[src/hdl/cipc_pkg.sv]
// shared types, constants and microcode program of the cascade pi controller
`timescale 1ns / 1ps

package cipc_pkg;

    localparam int GAIN_FRAC_BITS = 8;
    localparam int SAMPLE_WIDTH   = 16;
    localparam int GAIN_W         = 16;
    localparam int ACC_W          = 32;
    localparam int OUTER_PREV_W   = 18;
    localparam int ERR_W          = ACC_W + 2;
    localparam int DIFF_W         = ERR_W + 1;
    localparam int PROD_W         = DIFF_W + GAIN_W + 1;
    localparam int SUM_W          = PROD_W + 1;
    localparam int TRUNC_W        = SUM_W - GAIN_FRAC_BITS;
    localparam int BOUND_W        = 2 * GAIN_W;
    localparam int CFG_INDEX_W    = 3;
    localparam int CFG_DATA_W     = 16;
    localparam int PC_W           = 4;

    localparam logic [GAIN_W-1:0] LIMIT_RESET = GAIN_W'(65);

    localparam logic [PC_W-1:0] PC_INNER_FIRST = PC_W'(6);
    localparam logic [PC_W-1:0] PC_OUT         = PC_W'(12);

    typedef enum logic [CFG_INDEX_W-1:0] {
        REG_OUTER_GAIN_P   = 3'd0,
        REG_OUTER_GAIN_I   = 3'd1,
        REG_INNER_GAIN_P   = 3'd2,
        REG_INNER_GAIN_I   = 3'd3,
        REG_INTEGRAL_LIMIT = 3'd4,
        REG_CASCADE_ENABLE = 3'd5
    } reg_index_t;

    typedef enum logic [2:0] {
        OP_ERR,
        OP_MULI,
        OP_MULP,
        OP_SUM,
        OP_TRUNC,
        OP_ACC,
        OP_OUT
    } op_t;

    typedef enum logic {
        JMP_NONE,
        JMP_NO_CASCADE
    } jmp_t;

    typedef struct packed {
        op_t             op;
        logic            inner;
        jmp_t            jmp;
        logic [PC_W-1:0] target;
    } uword_t;

    typedef struct packed {
        logic [GAIN_W-1:0] outer_gain_p;
        logic [GAIN_W-1:0] outer_gain_i;
        logic [GAIN_W-1:0] inner_gain_p;
        logic [GAIN_W-1:0] inner_gain_i;
        logic [GAIN_W-1:0] integral_limit;
        logic              cascade_enable;
    } cfg_t;

    typedef struct packed {
        logic step;
        op_t  op;
        logic inner;
        logic load_in;
    } ctrl_t;

    typedef struct packed {
        logic            busy;
        logic [PC_W-1:0] pc;
        logic            fin;
    } seq_stat_t;

    // microcode program: outer stage, optional inner stage, then result write
    function automatic uword_t ucode(input logic [PC_W-1:0] pc);
        uword_t w;
        w = '{op: OP_OUT, inner: 1'b0, jmp: JMP_NONE, target: '0};
        case (pc)
            PC_W'(0):  w = '{op: OP_ERR,   inner: 1'b0, jmp: JMP_NONE, target: '0};
            PC_W'(1):  w = '{op: OP_MULI,  inner: 1'b0, jmp: JMP_NONE, target: '0};
            PC_W'(2):  w = '{op: OP_MULP,  inner: 1'b0, jmp: JMP_NONE, target: '0};
            PC_W'(3):  w = '{op: OP_SUM,   inner: 1'b0, jmp: JMP_NONE, target: '0};
            PC_W'(4):  w = '{op: OP_TRUNC, inner: 1'b0, jmp: JMP_NONE, target: '0};
            PC_W'(5):  w = '{op: OP_ACC,   inner: 1'b0, jmp: JMP_NO_CASCADE, target: PC_OUT};
            PC_W'(6):  w = '{op: OP_ERR,   inner: 1'b1, jmp: JMP_NONE, target: '0};
            PC_W'(7):  w = '{op: OP_MULI,  inner: 1'b1, jmp: JMP_NONE, target: '0};
            PC_W'(8):  w = '{op: OP_MULP,  inner: 1'b1, jmp: JMP_NONE, target: '0};
            PC_W'(9):  w = '{op: OP_SUM,   inner: 1'b1, jmp: JMP_NONE, target: '0};
            PC_W'(10): w = '{op: OP_TRUNC, inner: 1'b1, jmp: JMP_NONE, target: '0};
            PC_W'(11): w = '{op: OP_ACC,   inner: 1'b1, jmp: JMP_NONE, target: '0};
            default:   w = '{op: OP_OUT,   inner: 1'b0, jmp: JMP_NONE, target: '0};
        endcase
        return w;
    endfunction

endpackage

[src/hdl/cipc_sequencer.sv]
// step counter and microcode decode for the pi datapath
`timescale 1ns / 1ps

module cipc_sequencer
(
    input  logic                clk,
    input  logic                rst_n,
    input  logic                start,
    input  logic                cascade,
    input  logic                out_free,
    output cipc_pkg::ctrl_t     ctrl,
    output cipc_pkg::seq_stat_t stat
);

    logic                        busy_reg;
    logic                        busy_next;
    logic [cipc_pkg::PC_W-1:0]   pc_reg;
    logic [cipc_pkg::PC_W-1:0]   pc_next;
    cipc_pkg::uword_t            word;
    logic                        fin;

    assign word = cipc_pkg::ucode(pc_reg);
    assign fin  = busy_reg && (word.op == cipc_pkg::OP_OUT) && out_free;

    always_comb
    begin
        busy_next = busy_reg;
        pc_next   = pc_reg;
        if (start)
        begin
            busy_next = 1'b1;
            pc_next   = '0;
        end
        else if (fin)
        begin
            busy_next = 1'b0;
        end
        else if (busy_reg && (word.op != cipc_pkg::OP_OUT))
        begin
            if ((word.jmp == cipc_pkg::JMP_NO_CASCADE) && !cascade)
            begin
                pc_next = word.target;
            end
            else
            begin
                pc_next = pc_reg + cipc_pkg::PC_W'(1);
            end
        end
    end

    always_comb
    begin
        ctrl.step    = busy_reg;
        ctrl.op      = word.op;
        ctrl.inner   = word.inner;
        ctrl.load_in = start;
        stat.busy    = busy_reg;
        stat.pc      = pc_reg;
        stat.fin     = fin;
    end

    always_ff @(posedge clk or negedge rst_n)
    begin
        if (!rst_n)
        begin
            busy_reg <= 1'b0;
            pc_reg   <= '0;
        end
        else
        begin
            busy_reg <= busy_next;
            pc_reg   <= pc_next;
        end
    end

endmodule

[src/hdl/cipc_datapath.sv]
// shared multiplier datapath and loop state of both pi stages
`timescale 1ns / 1ps

module cipc_datapath
(
    input  logic                                   clk,
    input  logic                                   rst_n,
    input  cipc_pkg::ctrl_t                        ctrl,
    input  cipc_pkg::cfg_t                         cfg,
    input  logic signed [cipc_pkg::SAMPLE_WIDTH-1:0] outer_feedback,
    input  logic signed [cipc_pkg::SAMPLE_WIDTH-1:0] outer_target,
    input  logic signed [cipc_pkg::SAMPLE_WIDTH-1:0] inner_target,
    output logic signed [cipc_pkg::ACC_W-1:0]      drive,
    output logic signed [cipc_pkg::ACC_W-1:0]      outer_drive
);

    localparam int SW  = cipc_pkg::SAMPLE_WIDTH;
    localparam int AW  = cipc_pkg::ACC_W;
    localparam int EW  = cipc_pkg::ERR_W;
    localparam int DW  = cipc_pkg::DIFF_W;
    localparam int PW  = cipc_pkg::PROD_W;
    localparam int SMW = cipc_pkg::SUM_W;
    localparam int TW  = cipc_pkg::TRUNC_W;
    localparam int BW  = cipc_pkg::BOUND_W;
    localparam int GW  = cipc_pkg::GAIN_W;
    localparam int FB  = cipc_pkg::GAIN_FRAC_BITS;

    localparam logic signed [SMW-1:0] TRUNC_BIAS = SMW'((64'd1 << FB) - 64'd1);

    logic signed [SW-1:0]  fb_reg;
    logic signed [SW-1:0]  tg_reg;
    logic signed [SW-1:0]  it_reg;
    logic signed [EW-1:0]  err_reg;
    logic signed [DW-1:0]  diff_reg;
    logic signed [PW-1:0]  integ_reg;
    logic signed [PW-1:0]  prop_reg;
    logic        [BW-1:0]  bound_reg;
    logic signed [SMW-1:0] sum_reg;
    logic signed [TW-1:0]  trunc_reg;
    logic signed [cipc_pkg::OUTER_PREV_W-1:0] outer_prev_reg;
    logic signed [EW-1:0]  inner_prev_reg;
    logic signed [AW-1:0]  outer_acc_reg;
    logic signed [AW-1:0]  inner_acc_reg;

    logic signed [EW-1:0]  minuend;
    logic signed [EW-1:0]  subtrahend;
    logic signed [EW-1:0]  err_new;
    logic signed [EW-1:0]  prev_sel;
    logic        [GW-1:0]  gain_p;
    logic        [GW-1:0]  gain_i;
    logic signed [GW:0]    mul_a;
    logic signed [DW-1:0]  mul_b;
    logic signed [PW-1:0]  product;
    logic        [BW-1:0]  bound_new;
    logic signed [PW-1:0]  bound_pos;
    logic signed [PW-1:0]  bound_neg;
    logic signed [PW-1:0]  integ_clamped;
    logic signed [SMW-1:0] sum_new;
    logic signed [SMW-1:0] sum_biased;
    logic signed [TW-1:0]  trunc_new;
    logic signed [AW-1:0]  acc_sel;
    logic signed [TW:0]    acc_sum;
    logic        [TW-AW+1:0] acc_top;
    logic signed [AW-1:0]  acc_sat;

    always_comb
    begin
        gain_p     = ctrl.inner ? cfg.inner_gain_p : cfg.outer_gain_p;
        gain_i     = ctrl.inner ? cfg.inner_gain_i : cfg.outer_gain_i;
        minuend    = ctrl.inner ? EW'(it_reg) : EW'(tg_reg);
        subtrahend = ctrl.inner ? EW'(outer_acc_reg) : EW'(fb_reg);
        err_new    = minuend - subtrahend;
        prev_sel   = ctrl.inner ? inner_prev_reg : EW'(outer_prev_reg);
        acc_sel    = ctrl.inner ? inner_acc_reg : outer_acc_reg;

        // one shared signed multiplier, gain zero-extended
        mul_a   = signed'({1'b0, ((ctrl.op == cipc_pkg::OP_MULI) ? gain_i : gain_p)});
        mul_b   = (ctrl.op == cipc_pkg::OP_MULI) ? DW'(err_reg) : diff_reg;
        product = PW'(mul_a) * PW'(mul_b);

        bound_new = gain_i * cfg.integral_limit;
        bound_pos = signed'({{(PW - BW){1'b0}}, bound_reg});
        bound_neg = -bound_pos;
        if (integ_reg > bound_pos)
        begin
            integ_clamped = bound_pos;
        end
        else if (integ_reg < bound_neg)
        begin
            integ_clamped = bound_neg;
        end
        else
        begin
            integ_clamped = integ_reg;
        end

        sum_new = SMW'(prop_reg) + SMW'(integ_reg);

        // truncate toward zero: bias negative values before the shift
        sum_biased = sum_reg + (sum_reg[SMW-1] ? TRUNC_BIAS : '0);
        trunc_new  = TW'(sum_biased >>> FB);

        acc_sum = (TW + 1)'(acc_sel) + (TW + 1)'(trunc_reg);
        acc_top = acc_sum[TW:AW-1];
        if ((&acc_top) || !(|acc_top))
        begin
            acc_sat = acc_sum[AW-1:0];
        end
        else if (acc_sum[TW])
        begin
            acc_sat = signed'({1'b1, {(AW - 1){1'b0}}});
        end
        else
        begin
            acc_sat = signed'({1'b0, {(AW - 1){1'b1}}});
        end
    end

    always_ff @(posedge clk)
    begin
        if (ctrl.load_in)
        begin
            fb_reg <= outer_feedback;
            tg_reg <= outer_target;
            it_reg <= inner_target;
        end
        if (ctrl.step)
        begin
            case (ctrl.op)
                cipc_pkg::OP_ERR:
                begin
                    err_reg <= err_new;
                end
                cipc_pkg::OP_MULI:
                begin
                    integ_reg <= product;
                    bound_reg <= bound_new;
                    diff_reg  <= DW'(err_reg) - DW'(prev_sel);
                end
                cipc_pkg::OP_MULP:
                begin
                    prop_reg  <= product;
                    integ_reg <= integ_clamped;
                end
                cipc_pkg::OP_SUM:
                begin
                    sum_reg <= sum_new;
                end
                cipc_pkg::OP_TRUNC:
                begin
                    trunc_reg <= trunc_new;
                end
                default:
                begin
                end
            endcase
        end
    end

    always_ff @(posedge clk or negedge rst_n)
    begin
        if (!rst_n)
        begin
            outer_prev_reg <= '0;
            inner_prev_reg <= '0;
            outer_acc_reg  <= '0;
            inner_acc_reg  <= '0;
        end
        else if (ctrl.step && (ctrl.op == cipc_pkg::OP_ACC))
        begin
            if (ctrl.inner)
            begin
                inner_acc_reg  <= acc_sat;
                inner_prev_reg <= err_reg;
            end
            else
            begin
                outer_acc_reg  <= acc_sat;
                outer_prev_reg <= cipc_pkg::OUTER_PREV_W'(err_reg);
            end
        end
    end

    assign drive       = cfg.cascade_enable ? inner_acc_reg : outer_acc_reg;
    assign outer_drive = outer_acc_reg;

endmodule

[src/hdl/cascade_incremental_pi_controller_core.sv]
// top level: config registers, input/output beats, sequencer and datapath
// the microcode program runs the outer stage alone, or both stages in cascade mode,
// on one shared multiplier; a new input beat is taken only once the previous sample
// has finished: the next input beat is taken in the cycle the previous result enters
// the output register, which waits while a pending result beat is stalled downstream
// reset: rst_n asynchronous active low; clears accumulators and previous errors,
// gains to zero, integral limit to 65, cascade enabled
`timescale 1ns / 1ps

module cascade_incremental_pi_controller_core
(
    input  logic                                clk,
    input  logic                                rst_n,
    input  logic                                cfg_wr_en,
    input  logic [cipc_pkg::CFG_INDEX_W-1:0]    cfg_index,
    input  logic [cipc_pkg::CFG_DATA_W-1:0]     cfg_data,
    input  logic                                s_axis_tvalid,
    output logic                                s_axis_tready,
    // outer_feedback [15:0], outer_target [31:16], inner_target [47:32]
    input  logic [3*cipc_pkg::SAMPLE_WIDTH-1:0] s_axis_tdata,
    output logic                                m_axis_tvalid,
    input  logic                                m_axis_tready,
    // drive [31:0], outer_drive [63:32]
    output logic [2*cipc_pkg::ACC_W-1:0]        m_axis_tdata
);

    localparam int SW = cipc_pkg::SAMPLE_WIDTH;
    localparam int AW = cipc_pkg::ACC_W;

    cipc_pkg::cfg_t      cfg_reg;
    cipc_pkg::ctrl_t     ctrl;
    cipc_pkg::seq_stat_t stat;

    logic                 out_valid_reg;
    logic                 out_valid_next;
    logic [2*AW-1:0]      out_data_reg;
    logic                 out_free;
    logic                 accept;
    logic signed [AW-1:0] drive;
    logic signed [AW-1:0] outer_drive;

    always_ff @(posedge clk or negedge rst_n)
    begin
        if (!rst_n)
        begin
            cfg_reg.outer_gain_p   <= '0;
            cfg_reg.outer_gain_i   <= '0;
            cfg_reg.inner_gain_p   <= '0;
            cfg_reg.inner_gain_i   <= '0;
            cfg_reg.integral_limit <= cipc_pkg::LIMIT_RESET;
            cfg_reg.cascade_enable <= 1'b1;
        end
        else if (cfg_wr_en)
        begin
            case (cfg_index)
                cipc_pkg::REG_OUTER_GAIN_P:   cfg_reg.outer_gain_p   <= cfg_data;
                cipc_pkg::REG_OUTER_GAIN_I:   cfg_reg.outer_gain_i   <= cfg_data;
                cipc_pkg::REG_INNER_GAIN_P:   cfg_reg.inner_gain_p   <= cfg_data;
                cipc_pkg::REG_INNER_GAIN_I:   cfg_reg.inner_gain_i   <= cfg_data;
                cipc_pkg::REG_INTEGRAL_LIMIT: cfg_reg.integral_limit <= cfg_data;
                cipc_pkg::REG_CASCADE_ENABLE: cfg_reg.cascade_enable <= cfg_data[0];
                default:
                begin
                end
            endcase
        end
    end

    assign out_free      = !out_valid_reg || m_axis_tready;
    assign s_axis_tready = !stat.busy || stat.fin;
    assign accept        = s_axis_tvalid && s_axis_tready;

    cipc_sequencer u_seq
    (
        .clk      (clk),
        .rst_n    (rst_n),
        .start    (accept),
        .cascade  (cfg_reg.cascade_enable),
        .out_free (out_free),
        .ctrl     (ctrl),
        .stat     (stat)
    );

    cipc_datapath u_dp
    (
        .clk            (clk),
        .rst_n          (rst_n),
        .ctrl           (ctrl),
        .cfg            (cfg_reg),
        .outer_feedback (signed'(s_axis_tdata[SW-1:0])),
        .outer_target   (signed'(s_axis_tdata[2*SW-1:SW])),
        .inner_target   (signed'(s_axis_tdata[3*SW-1:2*SW])),
        .drive          (drive),
        .outer_drive    (outer_drive)
    );

    always_comb
    begin
        out_valid_next = out_valid_reg;
        if (stat.fin)
        begin
            out_valid_next = 1'b1;
        end
        else if (m_axis_tready)
        begin
            out_valid_next = 1'b0;
        end
    end

    always_ff @(posedge clk or negedge rst_n)
    begin
        if (!rst_n)
        begin
            out_valid_reg <= 1'b0;
        end
        else
        begin
            out_valid_reg <= out_valid_next;
        end
    end

    always_ff @(posedge clk)
    begin
        if (stat.fin)
        begin
            out_data_reg <= {outer_drive, drive};
        end
    end

    assign m_axis_tvalid = out_valid_reg;
    assign m_axis_tdata  = out_data_reg;

    // an accepted beat starts the program at its first step
    assert property (@(posedge clk) disable iff (!rst_n)
        accept |=> (stat.busy && (stat.pc == '0)))
        else $error("program did not start on input beat");

    // a result never overwrites a beat still waiting downstream
    assert property (@(posedge clk) disable iff (!rst_n)
        stat.fin |-> (!m_axis_tvalid || m_axis_tready))
        else $error("result written over a pending beat");

    // the written result carries the outer accumulator of that sample
    assert property (@(posedge clk) disable iff (!rst_n)
        stat.fin |=> (m_axis_tvalid && (m_axis_tdata[2*AW-1:AW] == $past(outer_drive))))
        else $error("outer drive field mismatch");

endmodule

[config.mk]
export PLATFORM = sky130hd
export DESIGN_NAME = cascade_incremental_pi_controller_core
export DESIGN_NICKNAME = d
export VERILOG_FILES = /design/src/hdl/cipc_pkg.sv /design/src/hdl/cipc_sequencer.sv /design/src/hdl/cipc_datapath.sv /design/src/hdl/cascade_incremental_pi_controller_core.sv
export SDC_FILE = /design/constraint.sdc
export NUM_CORES = 2
export LEC_CHECK = 0
export BUFFER_PORTS_ARGS = -buffer_cell sky130_fd_sc_hd__buf_2
export CELL_PAD_IN_SITES_DETAIL_PLACEMENT = 2
export CELL_PAD_IN_SITES_GLOBAL_PLACEMENT = 2
export CORE_ASPECT_RATIO = 0.75
export CORE_UTILIZATION = 43
export DETAILED_ROUTE_END_ITERATION = 8
export PLACE_DENSITY = 0.87
export SYNTH_ARGS = -nofsm -noshare
export SYNTH_HDL_FRONTEND = slang
export SYNTH_SLANG_ARGS = --single-unit
[constraint.sdc]
create_clock -name clk -period 11.6 [get_ports clk]
set_input_delay 1.74 -clock clk [delete_from_list [all_inputs] [get_ports clk]]
set_output_delay 1.74 -clock clk [all_outputs]
set_load 0.1 [all_outputs]
==> run metrics <==
status finished, final reports clean; Core Footprint 146,000 µm²; Avg Inst Size Synth 9.81 µm²; Required @ worst endpoint 12.17 ns; sequential cell area fraction in the yosys report 27.6%; crit path max fanout 27; min-delay worst type reg -> reg; setup TNS 0 ns; largest net degree at the start of global routing 97; initial core utilization 43.6%; final wirelength 264 mm; worst clock skew 0.0440 ns; FFs w/ async S/R, synth 32.8%; most frequent cell after synthesis inv_1; fin. max-slew vios 0; total iterations of the first detailed-routing run 5; max FFs per register 81; Final Critical Period 11.16 ns; initial DRC count 4,122; CP Data Arrival Time 11.72 ns; vias in the first global route 59,500; H-tree depth 3; initial antenna violation count 6; number of remaining DRC errors 0; Overflow after GRT 0; cell taking the most area after synthesis fa_1; Vias/cell 6.08; Die Area 149,000 µm²; syn_nets 7,769; Antenna Nets Post-Route 0; Worst-Skew Late Latency 0.71 ns; layout net count 7,790; number of flops mapped to enable cells by yosys 415; CTS sink cnt 618; post-synthesis cell count 6,485; Clock Tree Buf Depth 3; CTS tree done; Primary FF master, synth edfxtp_1; gpl congestion 0.927; Crit. End Element flop; final setup fails 0; row count 121; fmax 89.6 MHz; final hold vios 0; cell area after synthesis 63,600 µm²; YS warnings 0; register bit total from synthesis 618; Critical Path Start Type flop; CTS buffer count 70; number of distinct library cells after synthesis 95; Rel. slew slack 11.0%; crit path kind reg -> reg; post-synth top area share 22.9%; die width 446 µm; layout cell share with drive strength beyond 1 9.68%; die height 335 µm; Tot GR Track Use 35.1%; period utilization 96.2%; Post-DP HPWL 199 mm; global-route wire length before repair 391 mm; top post-synthesis cells by area fa_1 23%, edfxtp_1 20%, ha_1 9.5%; Post-synth top cells 930 x inv_1, 885 x nand2_1, 729 x fa_1; fillcell total 15,200; vias 51,900; Ports 138; Worst Tran Pin Value 1.33 ns; RSZ-0062 raised after global routing no; R2R setup slack 0.44 ns; Synth-to-Final Area Change 8.32%; max-cap violations 0; DR WL/cell 30.9 µm; Worst-path clk slew 0.07 ns; port bufs 137; root buf cell clkbuf_16
==> path summary, 6_finish.rpt <==
| check | start | end | cells past startpoint |
|---|---|---|---|
| hold reg to reg | u_dp.outer_prev_reg[9]$_DFFE_PN0P_ | u_dp.outer_prev_reg[9]$_DFFE_PN0P_ | 2 |
| max in group asynchronous | rst_n | cfg_reg[47]$_DFFE_PN0P_ | 2 |
| hold / removal | u_dp.outer_prev_reg[9]$_DFFE_PN0P_ | u_dp.outer_prev_reg[9]$_DFFE_PN0P_ | 2 |
| min in group asynchronous | rst_n | u_dp.inner_acc_reg[2]$_DFFE_PN0P_ | 1 |
| setup reg to reg | u_seq.pc_reg[2]$_DFFE_PN0P_ | u_dp.integ_reg[49]$_DFFE_PP_ | 27 |
| setup / recovery | u_seq.pc_reg[2]$_DFFE_PN0P_ | u_dp.integ_reg[49]$_DFFE_PP_ | 27 |
==> cell type report <==
cell class,count,area [µm²],share of cell area [%]
clock buffer,87,1890,2.74
tap,1968,2460,3.57
inverter,932,3500,5.08
multi-input combinational,4683,41900,60.8
timing repair buffer,201,1190,1.73
sequential,618,17500,25.5
clock inverter,40,414,0.601
antenna,5,12.5,0.0182
==> what timing repair did <==
item / CTS / global route
endpoints found under the setup margin: 0 / 6
gates resized for setup: 0 / 7
setup buffers: 0 / 2
hold buffers: 0 / 0
==> routing by layer <==
metal  routed length (µm)  track usage, %  part of all wire (%)  vias to the layer above
met5                   13               0                0.0049                        -
met1               103000            42.8                    39                    27400
li1                     -               -                     -                    21500
met2               126000            58.8                    48                     2182
met4                16200            19.5                   6.1                        2
met3                18800            6.32                   7.1                      782
==> cells in the final DEF (no fill, tap or decap), types with 13 or more instances in the layout <==
cell type and instances:
inv_1 930, nand2_1 885, fa_1 729, ha_1 483, nor2_1 432, edfxtp_1 415, a21oi_1 275, xnor2_1 228
mux2_2 212, dfrtp_1 199, a21o_1 154, o21ai_0 151, buf_2 136, and2_1 115, nand3_1 83, mux2i_1 80
xor2_1 72, clkbuf_16 71, buf_4 63, o21a_1 58, nand4_1 58, nor3_1 52, nand2b_1 42, and3_1 41
a31oi_1 40, or3_1 37, nor4_1 35, nor2b_1 32, o21bai_1 30, a211oi_1 29, o211ai_1 23, o311ai_1 22
o31ai_1 16, or2_2 15, clkinv_2 15, a211oi_2 13
==> worst max-delay path, stage by stage (launching register included) <==
cell      delay [ns]
dfrtp_2         0.61
nand2_1         0.59
a21o_1          0.60
or2_4           0.62
buf_4           0.44
mux2i_1         0.98
nor2_1          0.17
fa_1            0.61
inv_1           0.06
fa_1            0.48
fa_1            0.54
inv_1           0.06
fa_1            0.49
fa_1            0.50
inv_1           0.05
fa_1            0.48
inv_1           0.05
ha_1            0.45
inv_1           0.16
nor4b_1         0.55
o41ai_2         0.22
o31ai_2         0.73
a41oi_1         0.38
o21ai_0         0.46
nand4_1         0.17
nand3b_1        0.13
xor2_1          0.26
a21bo_2         0.17
==> stage by stage <==
stage	instance area [µm²]	instances	hold slack [ns]	util [%]	worst slack (ns)
6_report	68900	8534	0.490	47.2	0.444
4_1_cts	68800	8524	0.485	47.1	0.443
2_1_floorplan	63600	6485	0.444	-	3.03
3_5_place_dp	66500	8397	0.465	45.6	0.600
3_3_place_gp	66500	8397	0.458	45.6	1.28
5_1_grt	68900	8532	0.499	47.2	0.0278
==> cell families (layout without fill, tap and decap cells) <==
family	after synthesis	count (layout)	synth area share (%)
xor gates and xnor gates	301	301	4.16
other	0	5	0
adders and majority gates	1212	1212	32.4
AOI/OAI and AO/OA	985	985	10.4
DFF	618	618	27.6
and+or+nand+nor	1885	1886	13.3
muxes	298	299	5.11
buffers and inverters	1186	1260	7.05
Power is left out: the tool's default activity adds up to more than one toggle a clock period on the data nets, which glitch-free logic cannot reach.
